[src/design/rpfa_pkg.sv]
// Shared types, constants and codes for the reference-counted page frame allocator.
// Used by every module of the block; depends on nothing else.
`timescale 1ns / 1ps

package rpfa_pkg;

  // Frame store geometry.
  localparam int NUM_FRAMES = 512;
  localparam int FRAME_W    = $clog2(NUM_FRAMES);
  localparam int PAGE_SHIFT = 12;

  // Transaction field widths.
  localparam int ACTION_W = 3;
  localparam int OWNER_W  = 5;
  localparam int ADDR_W   = 24;
  localparam int FIDX_W   = 9;
  localparam int STATUS_W = 2;
  localparam int REFS_W   = 7;

  localparam logic [REFS_W-1:0]  REFS_MAX   = {REFS_W{1'b1}};
  localparam logic [OWNER_W-1:0] OWNER_FREE = '0;

  // Operation codes carried on the action field.
  typedef enum logic [ACTION_W-1:0] {
    ACT_ALLOC   = 3'd0,
    ACT_ASSIGN  = 3'd1,
    ACT_ADDREF  = 3'd2,
    ACT_RELEASE = 3'd3,
    ACT_PURGE   = 3'd4
  } act_e;

  // Result status codes.
  typedef enum logic [STATUS_W-1:0] {
    STAT_OK      = 2'd0,
    STAT_NO_FREE = 2'd1,
    STAT_BAD     = 2'd2
  } status_e;

  // Sequencer states.
  typedef enum logic [2:0] {
    S_CLEAR,
    S_IDLE,
    S_READ,
    S_EVAL,
    S_DONE
  } fsm_e;

  // One entry of the frame store.
  typedef struct packed {
    logic [OWNER_W-1:0] owner;
    logic [REFS_W-1:0]  refs;
  } entry_t;

  // Request to the shared update unit.
  typedef struct packed {
    act_e               op;
    logic [OWNER_W-1:0] owner;
    logic [OWNER_W-1:0] succ;
  } alu_req_t;

  // Response of the shared update unit.
  typedef struct packed {
    logic   hit;
    logic   we;
    entry_t entry;
  } alu_rsp_t;

  // One result transaction.
  typedef struct packed {
    status_e             status;
    logic [FIDX_W-1:0]   frame;
    logic [REFS_W-1:0]   count;
  } res_t;

endpackage

[src/design/rpfa_alu.sv]
// Shared update unit: tests one frame entry and computes its new contents.
// Every operation passes each examined frame through here. Depends on rpfa_pkg.
`timescale 1ns / 1ps

module rpfa_alu (
  input  rpfa_pkg::alu_req_t req_i,
  input  rpfa_pkg::entry_t   entry_i,
  output rpfa_pkg::alu_rsp_t rsp_o
);
  import rpfa_pkg::*;

  logic              free;
  logic [REFS_W-1:0] refs_dec;

  assign free     = (entry_i.refs == '0);
  assign refs_dec = entry_i.refs - REFS_W'(1);

  // Compute the hit flag, write enable and updated entry per operation.
  always_comb begin
    rsp_o.hit   = 1'b1;
    rsp_o.we    = 1'b0;
    rsp_o.entry = entry_i;
    unique case (req_i.op)
      ACT_ALLOC, ACT_ASSIGN: begin
        rsp_o.hit         = free;
        rsp_o.we          = free;
        rsp_o.entry.owner = req_i.owner;
        rsp_o.entry.refs  = REFS_W'(1);
      end
      ACT_ADDREF: begin
        rsp_o.we = 1'b1;
        if (entry_i.refs != REFS_MAX) begin
          rsp_o.entry.refs = entry_i.refs + REFS_W'(1);
        end
      end
      ACT_RELEASE: begin
        rsp_o.we = 1'b1;
        if (free || refs_dec == '0) begin
          // The frame is (or becomes) free and loses its owner.
          rsp_o.entry.owner = OWNER_FREE;
          rsp_o.entry.refs  = '0;
        end else begin
          rsp_o.entry.refs = refs_dec;
          if (entry_i.owner == req_i.owner) begin
            rsp_o.entry.owner = req_i.succ;
          end
        end
      end
      ACT_PURGE: begin
        rsp_o.hit         = (entry_i.owner == req_i.owner);
        rsp_o.we          = rsp_o.hit;
        rsp_o.entry.owner = OWNER_FREE;
        rsp_o.entry.refs  = '0;
      end
      default: begin
        rsp_o.hit = 1'b0;
      end
    endcase
  end

endmodule

[config.mk]
export PLATFORM = sky130hd
export DESIGN_NAME = rpfa_alu
export DESIGN_NICKNAME = d
export VERILOG_FILES = /design/src/design/rpfa_pkg.sv /design/src/design/rpfa_alu.sv
export SDC_FILE = /design/constraint.sdc
export NUM_CORES = 1
export LEC_CHECK = 0
export BUFFER_PORTS_ARGS = -buffer_cell sky130_fd_sc_hd__buf_2
export CORE_UTILIZATION = 43
export DETAILED_ROUTE_END_ITERATION = 6
export GPL_TIMING_DRIVEN = 0
export PLACE_DENSITY = 0.82
export SLEW_MARGIN = 0
export SYNTH_ARGS = -nofsm -noshare
export SYNTH_HDL_FRONTEND = slang
export SYNTH_SLANG_ARGS = --single-unit
[constraint.sdc]
create_clock -name vclk -period 1.5
set_input_delay 0.225 -clock vclk [all_inputs]
set_output_delay 0.225 -clock vclk [all_outputs]
set_load 0.05 [all_outputs]
==> results of run 1 <==
-- synth_stat cells, types with 3 or more instances --
cell type and count:
nand2_1 13, o21ai_0 9, a22oi_1 6, nand3_1 6
mux2i_1 5, nor2_1 5, clkbuf_1 4, ha_1 4
xnor2_1 4, a21oi_1 3, a31oi_1 3, inv_1 3
nand2b_1 3, xor2_1 3
-- cell families after synthesis --
kind of cell | Yosys count | synth area share, %
xor gates and xnor gates | 7 | 8.49
AOI/OAI and AO/OA | 36 | 37.4
buffers and inverters | 10 | 6.07
muxes | 6 | 8.49
adders and majority gates | 4 | 6.93
and+or+nand+nor | 43 | 32.6
-- per-stage QoR --
| step | utilization (%) | cell area (sq um) |
|---|---|---|
| 2_1_floorplan | - | 960 |
| 3_3_place_gp | 75.2 | 1160 |
| 3_5_place_dp | 75.2 | 1160 |
==> impl_metrics.ini, run 1 <==
[run_status]
run_status = aborted with a tool error
flow.stopped_at = 4_1_cts
error_line = [ERROR DPL-0033] detailed placement checks failed during check placement.

[placement]
dp_cells = 158
place_worst_setup_slack_ps = -820
hpwl_microns = 1900
portBuffers = 36
routabilityCongestion = 0.847

[synthesis]
synth.yosys.seq_area_share_pct = 0
ys_types = 42
syn-mean-instance-area_sq_um = 6.81
synth_area_leader_cell = ha_1
syn_area_sq_um = 722
yosysTopAreaCellShare_pct = 6.93
ys_top_cells_by_area = ha_1 (6.9%), mux2i_1 (6.9%), nand2_1 (6.8%), o21ai_0 (6.2%), a22oi_1 (6.2%)
netlist_instances = 106
synth_fp_nets = 135
synth_warnings = 0

[floorplanning]
die_x_microns = 43.0
ios = 39
initial_core_util_pct = 46.8
die_h_microns = 43.0
rows = 14

[cts]
cts-resized-gates = 65
ctsHoldBuffers = 0
post_cts_buffers = 11
==> run 2, diff against run 1 <==
Settings changed: CORE_AREA set to 2 2 63 65, CORE_UTILIZATION 43 to not set, DIE_AREA set to 0 0 65 67, PLACE_DENSITY 0.82 to not set, PLACE_DENSITY_LB_ADDON set to 0.15.
Clock period 1.5 ns to 2 ns, I/O delays scaled along.
==> run 2 against run 1 <==
Compared with the run above: the flow now finishes, with violations (setup timing); synthesized cell count is the same; synthesized area is the same.
==> impl_metrics.ini, run 2 <==
[run_status]
run_status = finished, violations left
violations = setup timing

[placement]
routabilityCongestion = 0.759
hpwl_microns = 1960
portBuffers = 36
dp_cells = 190

[setup_path]
cp_data_arrival_time_ps = 1730
crit_type = input port to output port
endpoint_kind = output port
critPathLaunchType = input port
crit_fanout = 8
cp.required_ps = 1700

[routing]
wl_per_cell_microns = 13.3
via_count = 987
first_iter_violations = 28
wirelength_microns = 2620
drc = 0
antenna_left = 0
dr.pass1.iters = 2
via_per_inst = 4.98

[synthesis]
synthTopCellsByCount = nand2_1 (13), o21ai_0 (9), a22oi_1 (6), nand3_1 (6)
ys_top_cells_by_area = ha_1 (6.9%), mux2i_1 (6.9%), nand2_1 (6.8%), o21ai_0 (6.2%), a22oi_1 (6.2%)
synth_warnings = 0
syn-mean-instance-area_sq_um = 6.81
yosysTopAreaCellShare_pct = 6.93
syn_area_sq_um = 722
ys_types = 42
synth_fp_nets = 135
netlist_instances = 106
synth_area_leader_cell = ha_1
synth.yosys.seq_area_share_pct = 0
synth.most_common_cell = nand2_1

[layout]
clkbuf_count = 0
fillers = 377
design.seq.count = 0
seqCellArea_sq_um = 0
layout-drive-gt1-share_pct = 60.7
stdcell_count = 198
diodes = 0
multi_input_area_sq_um = 910
fin_nets = 181
final_cell_mix = buf_2 (24), buf_6 (14), nand2_1 (12), buf_4 (8)
areaGrowthSynthToFinish_pct = 92.7
final_common_cell = buf_2

[timing]
hold_violations = 0
setup_slack_ps = -29.7
rsz0062_at_grt = yes
clock.fmax_mhz = 493
post-route-min-period_ps = 2030
relSlewSlack_pct = 65.4
slew_violations = 0
period_share_pct = 101
whs_ps = 993
setup_tns_ps = -34.2
tightestPinTransition_ps = 518
setup_viol = 3

[min_path]
worstHoldEndpoint = rsp_o[7]
hp-class = input port to output port
hold_path_depth = 4
worstHoldStart = req_i[5]

[grt]
grt_max_degree = 11
grt_pass1_wl_microns = 4020
gr-total-overflow = 0
grt_pass1_vias = 914
antenna_found_initial = 0
grt_use_total_pct = 11.2

[floorplanning]
core_area_sq_um = 3610
dieArea_sq_um = 4360
rows = 22
initial_core_util_pct = 20.0
die_x_microns = 65
die_h_microns = 67
ios = 39

[pwr]
ir_worst_vdd_v = 0.000111
p_leak_nw = 0.534
powerDensity_nw_per_um2 = 278

[run]
drv_cap = 0
run 2: cell counts after synthesis:
Identical to the previous run, type by type.
run 2: worst max path at each step:
stage,startpoint,to,slack (ps),depth (start not counted)
final,entry_i[1],rsp_o[0],-30,8
after global routing,entry_i[1],rsp_o[0],-70,8
after CTS,entry_i[1],rsp_o[0],-30,8
after detailed placement,entry_i[0],rsp_o[0],-480,9
after global placement,entry_i[0],rsp_o[0],-450,9
after floorplan,entry_i[5],rsp_o[5],-170,6
run 2: cell type report:
| cell class | instances | area share [%] |
|---|---|---|
| plain buffers | 6 | 3.24 |
| multi-input cells | 96 | 65.4 |
| inverters | 3 | 1.89 |
| repair buffers | 45 | 25.2 |
| well taps | 48 | 4.32 |
run 2: worst max-delay path: stages:
cell      delay [ps]
buf_12           120
clkinv_8          50
ha_4             110
or3b_4           380
o31ai_4          320
a211o_1          180
nand3b_1         100
buf_6            170
run 2: power breakdown:
part           internal, mW  switching [mW]
combinational         0.153           0.233
sequential                0               0
clock                     0               0
total                 0.153           0.233
run 2: metrics by stage:
step / utilization (%) / power [mW] / worst slack, ps / instance area [sq um]
after floorplan: - / 0.219 / -175 / 815
after global placement: 29.3 / 0.300 / -449 / 1050
after detailed placement: 29.3 / 0.301 / -475 / 1050
after CTS: 35.2 / 0.361 / -26.0 / 1270
after global routing: 38.6 / 0.409 / -66.9 / 1390
final: 38.6 / 0.386 / -29.7 / 1390
run 2: what timing repair did:
item | 4_1_cts | 5_1_grt
resized for setup | 49 | 23
pin swaps | 8 | 11
hold buffers | 0 | 0
buffers inserted | 5 | 4
setup endpoints to repair | 13 | 11
run 2: metal layers:
layer  global-route usage [%]  wire, microns
met3                     1.35            155
met5                        0              0
met4                        0              0
met1                     12.9           1100
met2                     23.1           1370
run 2: kinds of logic (layout without fill, tap and decap cells):
group / count (synthesis) / in the layout / synth area share, %
XOR/XNOR: 7 / 7 / 8.49
AND/OR/NAND/NOR: 43 / 43 / 32.6
multiplexers: 6 / 6 / 8.49
buffers and inverters: 10 / 54 / 6.07
adder cells (fa/ha/maj): 4 / 4 / 6.93
AO/OA/AOI/OAI: 36 / 36 / 37.4
Power figures use the tool's default switching activity.
