==> config.mk <==
export PLATFORM = sky130hd
export DESIGN_NAME = rpfa_ctrl
export DESIGN_NICKNAME = d
export VERILOG_FILES = /design/src/design/rpfa_pkg.sv /design/src/design/rpfa_ctrl.sv
export SDC_FILE = /design/constraint.sdc
export NUM_CORES = 1
export LEC_CHECK = 0
export ABC_CLOCK_PERIOD_IN_PS = 2270
export BUFFER_PORTS_ARGS = -buffer_cell sky130_fd_sc_hd__buf_4
export CAP_MARGIN = 25
export CORE_MARGIN = 2
export CORE_UTILIZATION = 39
export CTS_CLUSTER_DIAMETER = 60
export DETAILED_ROUTE_END_ITERATION = 10
export PLACE_DENSITY = 0.79
export SYNTH_ARGS = -nofsm -noshare
export SYNTH_HDL_FRONTEND = slang
export SYNTH_SLANG_ARGS = --single-unit
==> constraint.sdc <==
create_clock -name clk_i -period 2.27 [get_ports clk_i]
set_input_delay 0.454 -clock clk_i [delete_from_list [all_inputs] [get_ports clk_i]]
set_output_delay 0.454 -clock clk_i [all_outputs]
set_load 0.1 [all_outputs]
==> src/design/rpfa_pkg.sv <==
// Shared types, constants and codes for the reference-counted page frame allocator.
// Used by every module of the block; depends on nothing else.
`timescale 1ns / 1ps

package rpfa_pkg;

  // Frame store geometry.
  localparam int NUM_FRAMES = 512;
  localparam int FRAME_W    = $clog2(NUM_FRAMES);
  localparam int PAGE_SHIFT = 12;

  // Transaction field widths.
  localparam int ACTION_W = 3;
  localparam int OWNER_W  = 5;
  localparam int ADDR_W   = 24;
  localparam int FIDX_W   = 9;
  localparam int STATUS_W = 2;
  localparam int REFS_W   = 7;

  localparam logic [REFS_W-1:0]  REFS_MAX   = {REFS_W{1'b1}};
  localparam logic [OWNER_W-1:0] OWNER_FREE = '0;

  // Operation codes carried on the action field.
  typedef enum logic [ACTION_W-1:0] {
    ACT_ALLOC   = 3'd0,
    ACT_ASSIGN  = 3'd1,
    ACT_ADDREF  = 3'd2,
    ACT_RELEASE = 3'd3,
    ACT_PURGE   = 3'd4
  } act_e;

  // Result status codes.
  typedef enum logic [STATUS_W-1:0] {
    STAT_OK      = 2'd0,
    STAT_NO_FREE = 2'd1,
    STAT_BAD     = 2'd2
  } status_e;

  // Sequencer states.
  typedef enum logic [2:0] {
    S_CLEAR,
    S_IDLE,
    S_READ,
    S_EVAL,
    S_DONE
  } fsm_e;

  // One entry of the frame store.
  typedef struct packed {
    logic [OWNER_W-1:0] owner;
    logic [REFS_W-1:0]  refs;
  } entry_t;

  // Request to the shared update unit.
  typedef struct packed {
    act_e               op;
    logic [OWNER_W-1:0] owner;
    logic [OWNER_W-1:0] succ;
  } alu_req_t;

  // Response of the shared update unit.
  typedef struct packed {
    logic   hit;
    logic   we;
    entry_t entry;
  } alu_rsp_t;

  // One result transaction.
  typedef struct packed {
    status_e             status;
    logic [FIDX_W-1:0]   frame;
    logic [REFS_W-1:0]   count;
  } res_t;

endpackage

==> src/design/rpfa_ctrl.sv <==
// Sequencer of the allocator: clearing pass, request decode, frame scans.
// Drives the frame store and the shared update unit. Depends on rpfa_pkg.
`timescale 1ns / 1ps

module rpfa_ctrl (
  input  logic                          clk_i,
  input  logic                          rst_ni,
  // Request side.
  input  logic                          in_valid_i,
  output logic                          in_stall_o,
  input  logic [rpfa_pkg::ACTION_W-1:0] action_i,
  input  logic [rpfa_pkg::OWNER_W-1:0]  owner_i,
  input  logic [rpfa_pkg::ADDR_W-1:0]   phys_address_i,
  input  logic [rpfa_pkg::FIDX_W-1:0]   frame_index_i,
  input  logic [rpfa_pkg::OWNER_W-1:0]  succ_i,
  // Frame store.
  output logic                          ram_we_o,
  output logic [rpfa_pkg::FRAME_W-1:0]  ram_addr_o,
  output rpfa_pkg::entry_t              ram_wdata_o,
  // Shared update unit.
  output rpfa_pkg::alu_req_t            alu_req_o,
  input  rpfa_pkg::alu_rsp_t            alu_rsp_i,
  // Result hand-off.
  output logic                          res_valid_o,
  input  logic                          res_ready_i,
  output rpfa_pkg::res_t                res_o
);
  import rpfa_pkg::*;

  fsm_e                state_q, state_d;
  logic [FRAME_W-1:0]  addr_q;
  act_e                act_q;
  logic [OWNER_W-1:0]  owner_q;
  logic [OWNER_W-1:0]  succ_q;
  res_t                res_q;

  logic                accept;
  logic                last;
  logic                early_done;
  logic [FRAME_W-1:0]  start_addr;
  res_t                early_res;
  res_t                eval_res;
  act_e                act_in;

  assign accept = in_valid_i && !in_stall_o;
  assign last   = (addr_q == FRAME_W'(NUM_FRAMES - 1));
  assign act_in = act_e'(action_i);

  // Decode a new request: starting frame, and a result that needs no lookup.
  always_comb begin
    early_done = 1'b0;
    start_addr = '0;
    early_res  = '{status: STAT_OK, frame: '0, count: '0};
    unique case (act_in)
      ACT_ALLOC: begin
        start_addr = '0;
      end
      ACT_ASSIGN: begin
        start_addr = FRAME_W'(phys_address_i[ADDR_W-1:PAGE_SHIFT]);
        if (phys_address_i[PAGE_SHIFT-1:0] != '0 ||
            32'(phys_address_i[ADDR_W-1:PAGE_SHIFT]) >= NUM_FRAMES) begin
          early_done       = 1'b1;
          early_res.status = STAT_BAD;
        end
      end
      ACT_ADDREF, ACT_RELEASE: begin
        start_addr = FRAME_W'(frame_index_i);
        if (32'(frame_index_i) >= NUM_FRAMES) begin
          early_done       = 1'b1;
          early_res.status = STAT_BAD;
        end
      end
      ACT_PURGE: begin
        start_addr = '0;
        early_done = (owner_i == OWNER_FREE);
      end
      default: begin
        early_done = 1'b1;
      end
    endcase
  end

  // Result of the entry under evaluation.
  always_comb begin
    eval_res = '{status: STAT_OK, frame: FIDX_W'(addr_q), count: alu_rsp_i.entry.refs};
    unique case (act_q)
      ACT_ALLOC: begin
        if (!alu_rsp_i.hit) begin
          eval_res = '{status: STAT_NO_FREE, frame: '0, count: '0};
        end
      end
      ACT_ASSIGN: begin
        if (!alu_rsp_i.hit) begin
          eval_res = '{status: STAT_BAD, frame: '0, count: '0};
        end
      end
      ACT_ADDREF, ACT_RELEASE: begin
        eval_res = '{status: STAT_OK, frame: FIDX_W'(addr_q),
                     count: alu_rsp_i.entry.refs};
      end
      default: begin
        eval_res = '{status: STAT_OK, frame: '0, count: '0};
      end
    endcase
  end

  // Next-state logic.
  always_comb begin
    state_d = state_q;
    unique case (state_q)
      S_CLEAR: begin
        if (last) begin
          state_d = S_IDLE;
        end
      end
      S_IDLE: begin
        if (accept) begin
          state_d = early_done ? S_DONE : S_READ;
        end
      end
      S_READ: begin
        state_d = S_EVAL;
      end
      S_EVAL: begin
        unique case (act_q)
          ACT_ALLOC: state_d = (alu_rsp_i.hit || last) ? S_DONE : S_READ;
          ACT_PURGE: state_d = last ? S_DONE : S_READ;
          default:   state_d = S_DONE;
        endcase
      end
      S_DONE: begin
        if (res_ready_i) begin
          state_d = S_IDLE;
        end
      end
      default: begin
        state_d = S_IDLE;
      end
    endcase
  end

  // Output logic: store port, update unit request and handshakes.
  always_comb begin
    in_stall_o  = (state_q != S_IDLE);
    res_valid_o = (state_q == S_DONE);
    ram_addr_o  = addr_q;
    ram_we_o    = 1'b0;
    ram_wdata_o = alu_rsp_i.entry;
    unique case (state_q)
      S_CLEAR: begin
        ram_we_o    = 1'b1;
        ram_wdata_o = '0;
      end
      S_EVAL: begin
        ram_we_o = alu_rsp_i.we;
      end
      default: begin
        ram_we_o = 1'b0;
      end
    endcase
  end

  assign alu_req_o = '{op: act_q, owner: owner_q, succ: succ_q};
  assign res_o     = res_q;

  // Sequencer state.
  always_ff @(posedge clk_i or negedge rst_ni) begin
    if (!rst_ni) begin
      state_q <= S_CLEAR;
      addr_q  <= '0;
    end else begin
      state_q <= state_d;
      unique case (state_q)
        S_CLEAR: begin
          addr_q <= addr_q + FRAME_W'(1);
        end
        S_IDLE: begin
          if (accept) begin
            addr_q <= start_addr;
          end
        end
        S_EVAL: begin
          if (state_d == S_READ) begin
            addr_q <= addr_q + FRAME_W'(1);
          end
        end
        default: begin
          addr_q <= addr_q;
        end
      endcase
    end
  end

  // Request and result registers.
  always_ff @(posedge clk_i) begin
    if (state_q == S_IDLE && accept) begin
      act_q   <= act_in;
      owner_q <= owner_i;
      succ_q  <= succ_i;
      res_q   <= early_res;
    end else if (state_q == S_EVAL) begin
      res_q <= eval_res;
    end
  end

endmodule
==> results of run 1 <==
layer usage:
layer / up-vias / global-route usage
li1: 967 / -
met1: 964 / 0.251
met2: 115 / 0.350
met3: 10 / 0.0462
met4: 0 / 0.0818
met5: - / 0
flip-flops by register name, indices dropped and copies added, names as in the netlist:
signal and cells:
state_q 3, succ_q 5, act_q 3, owner_q 5, ram_addr_o 9, res_o 18
cell type report:
cell class	instances	area [um^2]	share of cell area
Timing Repair Buffer	135	1020	0.310
Clock buffer	7	97.6	0.0297
Inverter	9	36.3	0.0111
Clock inverter	1	6.26	0.00191
Sequential cell	43	1080	0.331
Multi-Input combinational cell	123	953	0.291
Tap cell	70	87.6	0.0267
cells by family (layout without fill, tap and decap cells):
logic type	Yosys count	after routing	synth area share
adder cells (fa/ha/maj)	2	2	0.0122
AND/OR/NAND/NOR	55	55	0.160
flip-flops	43	43	0.524
buffers and inverters	18	152	0.0484
AO/OA/AOI/OAI	62	62	0.234
multiplexers	4	4	0.0214
worst max-delay path, stage by stage (launching register included):
cell and delay, ns:
dfrtp_4 0.50, ha_4 0.18, nand3_4 0.10, nor2_4 0.05
and2_4 0.14, ha_4 0.16, nor3_4 0.20, nand4_1 0.21
a21oi_4 0.32, mux2_4 0.33
stage by stage:
stage                     hold WS (ns)  instance area (um^2)  std cells
final                            0.325                  3280        388
after global placement           0.304                  3090        376
after CTS                        0.325                  3220        385
after global routing             0.317                  3280        388
after floorplan                  0.158                  2080        184
after detailed placement         0.305                  3090        376
synth_stat cells, types with 3 or more instances:
master    instances  area share
inv_1             8       0.015
a21oi_1           7       0.017
buf_6             3       0.017
dfxtp_1          16        0.16
nand2_1           9       0.017
dfrtp_1          12        0.15
nand2b_1          3      0.0092
o21ai_0           8       0.020
a22o_1           21       0.090
o32ai_1           4       0.017
nor2_1            8       0.015
nand3_1           4      0.0098
a22oi_1           9       0.033
nor4_1            3      0.0092
edfxtp_1         15        0.22
mux2_2            3       0.017
nor2b_1          15       0.046
repair_timing:
| item | 4_1_cts | 5_1_grt |
|---|---|---|
| hold endpoints to repair | 12 | 0 |
| pin swaps | 0 | 8 |
| setup endpoints to repair | 15 | 16 |
| hold buffers | 1 | 0 |
| resized for setup | 2 | 9 |
| setup buffers | 0 | 3 |
worst max-delay path by stage:
stage,start,end,slack (ns),depth (start not counted)
5_1_grt,ram_addr_o[1],ram_addr_o[0],-0.10,9
2_1_floorplan,state_q[1],ram_we_o,-0.38,4
3_3_place_gp,ram_addr_o[0],ram_addr_o[0],0.05,9
3_5_place_dp,ram_addr_o[0],ram_addr_o[0],0.02,9
4_1_cts,ram_addr_o[0],ram_addr_o[0],0.03,9
6_report,ram_addr_o[1],ram_addr_o[0],-0.02,9
==> results.json, run 1 <==
{
  "fmax_ghz": 0.436,
  "tightest_slew_ns": 0.779,
  "grt_start_max_net_pins": 18,
  "num-fill-cells": 416,
  "met3_length_um": 467,
  "synth_cell_types": 45,
  "routed_via_density": 5.30,
  "synth_seq_cells": 43,
  "netlist_area_um2": 2040,
  "slew_violations": 0,
  "post-route-min-period_ns": 2.29,
  "seq_area_frac_synth": 0.524,
  "cp.arrival_ns": 2.48,
  "cts-root-buf": "clkbuf_8",
  "setup_viol": 3,
  "clk_latency_ns": 0.30,
  "final_hold_viol_count": 0,
  "rsz0062_at_grt": "yes",
  "die-area_um2": 5830,
  "firstDrtPassIters": 4,
  "ant_nets": 0,
  "grt_pass1_vias": 2028,
  "layout_common_cells": "buf_4 (134), a22o_1 (21), dfxtp_1 (16)",
  "r2r_slack_ns": -0.02,
  "htreeDepth": 2,
  "startpoint_type": "register",
  "hold_class": "input port to register",
  "syn_nets": 250,
  "met2WireLength_um": 2980,
  "async_reset_ff_frac": 0.279,
  "final_common_cell": "buf_4",
  "violations": "negative setup slack",
  "max_cap_viol_count": 0,
  "whs_path_depth": 1,
  "drc_errors": 0,
  "r2r-end": "ram_addr_o[0]",
  "antenna_found_initial": 0,
  "end_kind": "register",
  "maxUsedRoutingLayer": "met4",
  "io_buffers": 118,
  "syn_area_per_cell_um2": 11.1,
  "path_class": "register to register",
  "finalCritPeriodShare": 1.01,
  "antenna_cells": 0,
  "first_iter_violations": 91,
  "status": "finished, violations left",
  "cts.clk_slew.worst_paths_ns": 0.08,
  "wl_met1_um": 2460,
  "final_nets": 383,
  "finalSetupTns_ns": -0.0648,
  "rr_startpoint": "ram_addr_o[1]",
  "num_vias": 2056,
  "initial_core_util": 0.403,
  "dp_worst_setup_slack_ns": 0.0168,
  "synth-main-ff-cell": "dfxtp_1",
  "gp_congestion": 0.866,
  "drive_gt1_frac": 0.525,
  "syn_to_final_growth_pct": 60.6,
  "fin_ws_ns": -0.0233,
  "num_io_pins": 119,
  "r2r_cells": 9,
  "worstHoldEndpoint": "succ_q[1]",
  "crit_fanout": 5,
  "cts_buffer_depth": 2,
  "grt_pass1_wl_um": 9560,
  "wl_per_cell_um": 15.5,
  "cts_tree": "yes",
  "rows": 26,
  "slew_headroom": 0.479,
  "min-delay-start": "succ_i[1]",
  "synthesis.instances": 184,
  "core_region_area_um2": 5070,
  "die_w_um": 76.4,
  "final_util": 0.647,
  "routed_wl_um": 6010,
  "cts_sinks": 43,
  "grt_util_all_layers": 0.205,
  "hpwl_um": 4440,
  "yosys_warnings": 0,
  "grt.overflow.total": 0,
  "worstPathRequired_ns": 2.46,
  "synth_edf_count": 15,
  "clock_skew_ns": 0.00598,
  "cts_buffers": 5,
  "die-height_um": 76.4
}
Power of run 1 is not shown: default switching activity piles up to over one toggle a cycle in this logic, so the estimate is an artifact.
==> run 2, diff against run 1 <==
--- a/config.mk
+++ b/config.mk
@@ -5,7 +5,6 @@
 export SDC_FILE = /design/constraint.sdc
 export NUM_CORES = 1
 export LEC_CHECK = 0
-export ABC_CLOCK_PERIOD_IN_PS = 2270
 export BUFFER_PORTS_ARGS = -buffer_cell sky130_fd_sc_hd__buf_4
 export CAP_MARGIN = 25
 export CORE_MARGIN = 2
@@ -13,6 +12,7 @@
 export CTS_CLUSTER_DIAMETER = 60
 export DETAILED_ROUTE_END_ITERATION = 10
 export PLACE_DENSITY = 0.79
+export SKIP_LAST_GASP = 1
 export SYNTH_ARGS = -nofsm -noshare
 export SYNTH_HDL_FRONTEND = slang
 export SYNTH_SLANG_ARGS = --single-unit
==> run 2 against run 1 <==
Compared with the run above: the flow still finishes with violations (negative setup slack); worst hold slack worse by 0.00050 ns; maximum frequency down 0.28%; via count down 1.2%; worst setup slack worse by 0.0065 ns; first-iteration DRC count up 7.7%; critical path type unchanged; largest cell class unchanged.
==> results.json, run 2 (same netlist as run 1, synthesis figures left out) <==
{
  "status": "finished, violations left",
  "violations": "negative setup slack",
  "r2r_cells": 9,
  "hold_class": "input port to register",
  "wl_per_cell_um": 15.6,
  "startpoint_type": "register",
  "clock_skew_ns": 0.00572,
  "cts_buffer_depth": 2,
  "routed_wl_um": 6060,
  "num_io_pins": 119,
  "final_util": 0.647,
  "slew_headroom": 0.476,
  "rows": 26,
  "io_buffers": 118,
  "drc_errors": 0,
  "max_cap_viol_count": 0,
  "cts.clk_slew.worst_paths_ns": 0.08,
  "antenna_cells": 0,
  "placed_area_um2": 3090,
  "first_iter_violations": 98,
  "cts_tree": "yes",
  "grt_util_all_layers": 0.205,
  "slew_violations": 0,
  "cp.arrival_ns": 2.49,
  "cts_buffers": 5,
  "cts-root-buf": "clkbuf_8",
  "grt_start_max_net_pins": 18,
  "tightest_slew_ns": 0.784,
  "grt.overflow.total": 0,
  "drive_gt1_frac": 0.525,
  "num_vias": 2031,
  "path_class": "register to register",
  "finalSetupTns_ns": -0.0838,
  "worstPathRequired_ns": 2.46,
  "final_nets": 383,
  "finalCritPeriodShare": 1.01,
  "post-route-min-period_ns": 2.30,
  "die-area_um2": 5830,
  "largest_reg_flops": 18,
  "end_kind": "register",
  "core_region_area_um2": 5070,
  "hpwl_um": 4440,
  "final_area_um2": 3280,
  "gp_congestion": 0.866,
  "crit_fanout": 5,
  "die-height_um": 76.4,
  "initial_core_util": 0.403,
  "die_w_um": 76.4,
  "layout_common_cells": "buf_4 (134), a22o_1 (21), dfxtp_1 (16)",
  "rsz0062_at_grt": "yes",
  "routed_via_density": 5.23,
  "fin_ws_ns": -0.0298,
  "cts_sinks": 43,
  "firstDrtPassIters": 4,
  "ant_nets": 0,
  "setup_viol": 3,
  "grt_pass1_vias": 2028,
  "whs_path_depth": 1,
  "final_common_cell": "buf_4",
  "syn_to_final_growth_pct": 60.6,
  "num-fill-cells": 416,
  "final_hold_viol_count": 0,
  "antenna_found_initial": 0,
  "clk_latency_ns": 0.30,
  "grt_pass1_wl_um": 9560,
  "htreeDepth": 2,
  "fmax_ghz": 0.435
}
==> run 2: cell type report <==
cell class	count	area (um^2)	share of cell area
clock buffers	7	97.6	0.0297
clock inverters	1	6.26	0.00191
inverters	9	36.3	0.0111
multi-input cells	123	953	0.291
flip-flops and latches	43	1080	0.331
well taps	70	87.6	0.0267
repair buffers	135	1020	0.310
==> run 2: final timing paths <==
| kind | slack (ns) | end | start |
|---|---|---|---|
| max | -0.03 | ram_addr_o[0] | ram_addr_o[1] |
| min | 0.32 | succ_q[1] | succ_i[1] |
| max reg2reg | -0.03 | ram_addr_o[0] | ram_addr_o[1] |
| min reg2reg | 0.48 | res_o[7] | res_o[7] |
| max in group asynchronous | 1.56 | ram_addr_o[5] | rst_ni |
| min in group asynchronous | 0.53 | ram_addr_o[0] | rst_ni |
==> run 2: metal layers <==
| metal | global-route usage | wire length [um] | vias up |
|---|---|---|---|
| met5 | 0 | 0 | - |
| met4 | 0.0818 | 70 | 0 |
| met3 | 0.0462 | 463 | 8 |
| met2 | 0.350 | 3020 | 113 |
| met1 | 0.251 | 2510 | 942 |
| li1 | - | - | 968 |
==> run 2: worst max-delay path: stages (launching register included) <==
cell     delay, ns
dfrtp_4       0.50
ha_4          0.18
nand3_4       0.10
nor2_4        0.05
and2_4        0.15
ha_4          0.16
nor3_4        0.20
nand4_1       0.21
a21oi_4       0.32
mux2_4        0.33
==> run 2: per-stage QoR <==
stage | hold WS (ns) | setup WS, ns | std cells
after global routing | 0.317 | -0.102 | 388
after detailed placement | 0.305 | 0.0168 | 376
after floorplan | 0.158 | -0.377 | 184
after global placement | 0.304 | 0.0536 | 376
after CTS | 0.325 | 0.0269 | 385
final | 0.325 | -0.0298 | 388
==> run 2: timing repair <==
action / in CTS / in global routing
endpoints found under the setup margin: 15 / 16
pin swaps: 0 / 7
gates resized for setup: 2 / 9
endpoints found under the hold margin: 12 / 0
hold buffers: 1 / 0
setup buffers: 0 / 3
Power of run 2 is left out for the same reason.
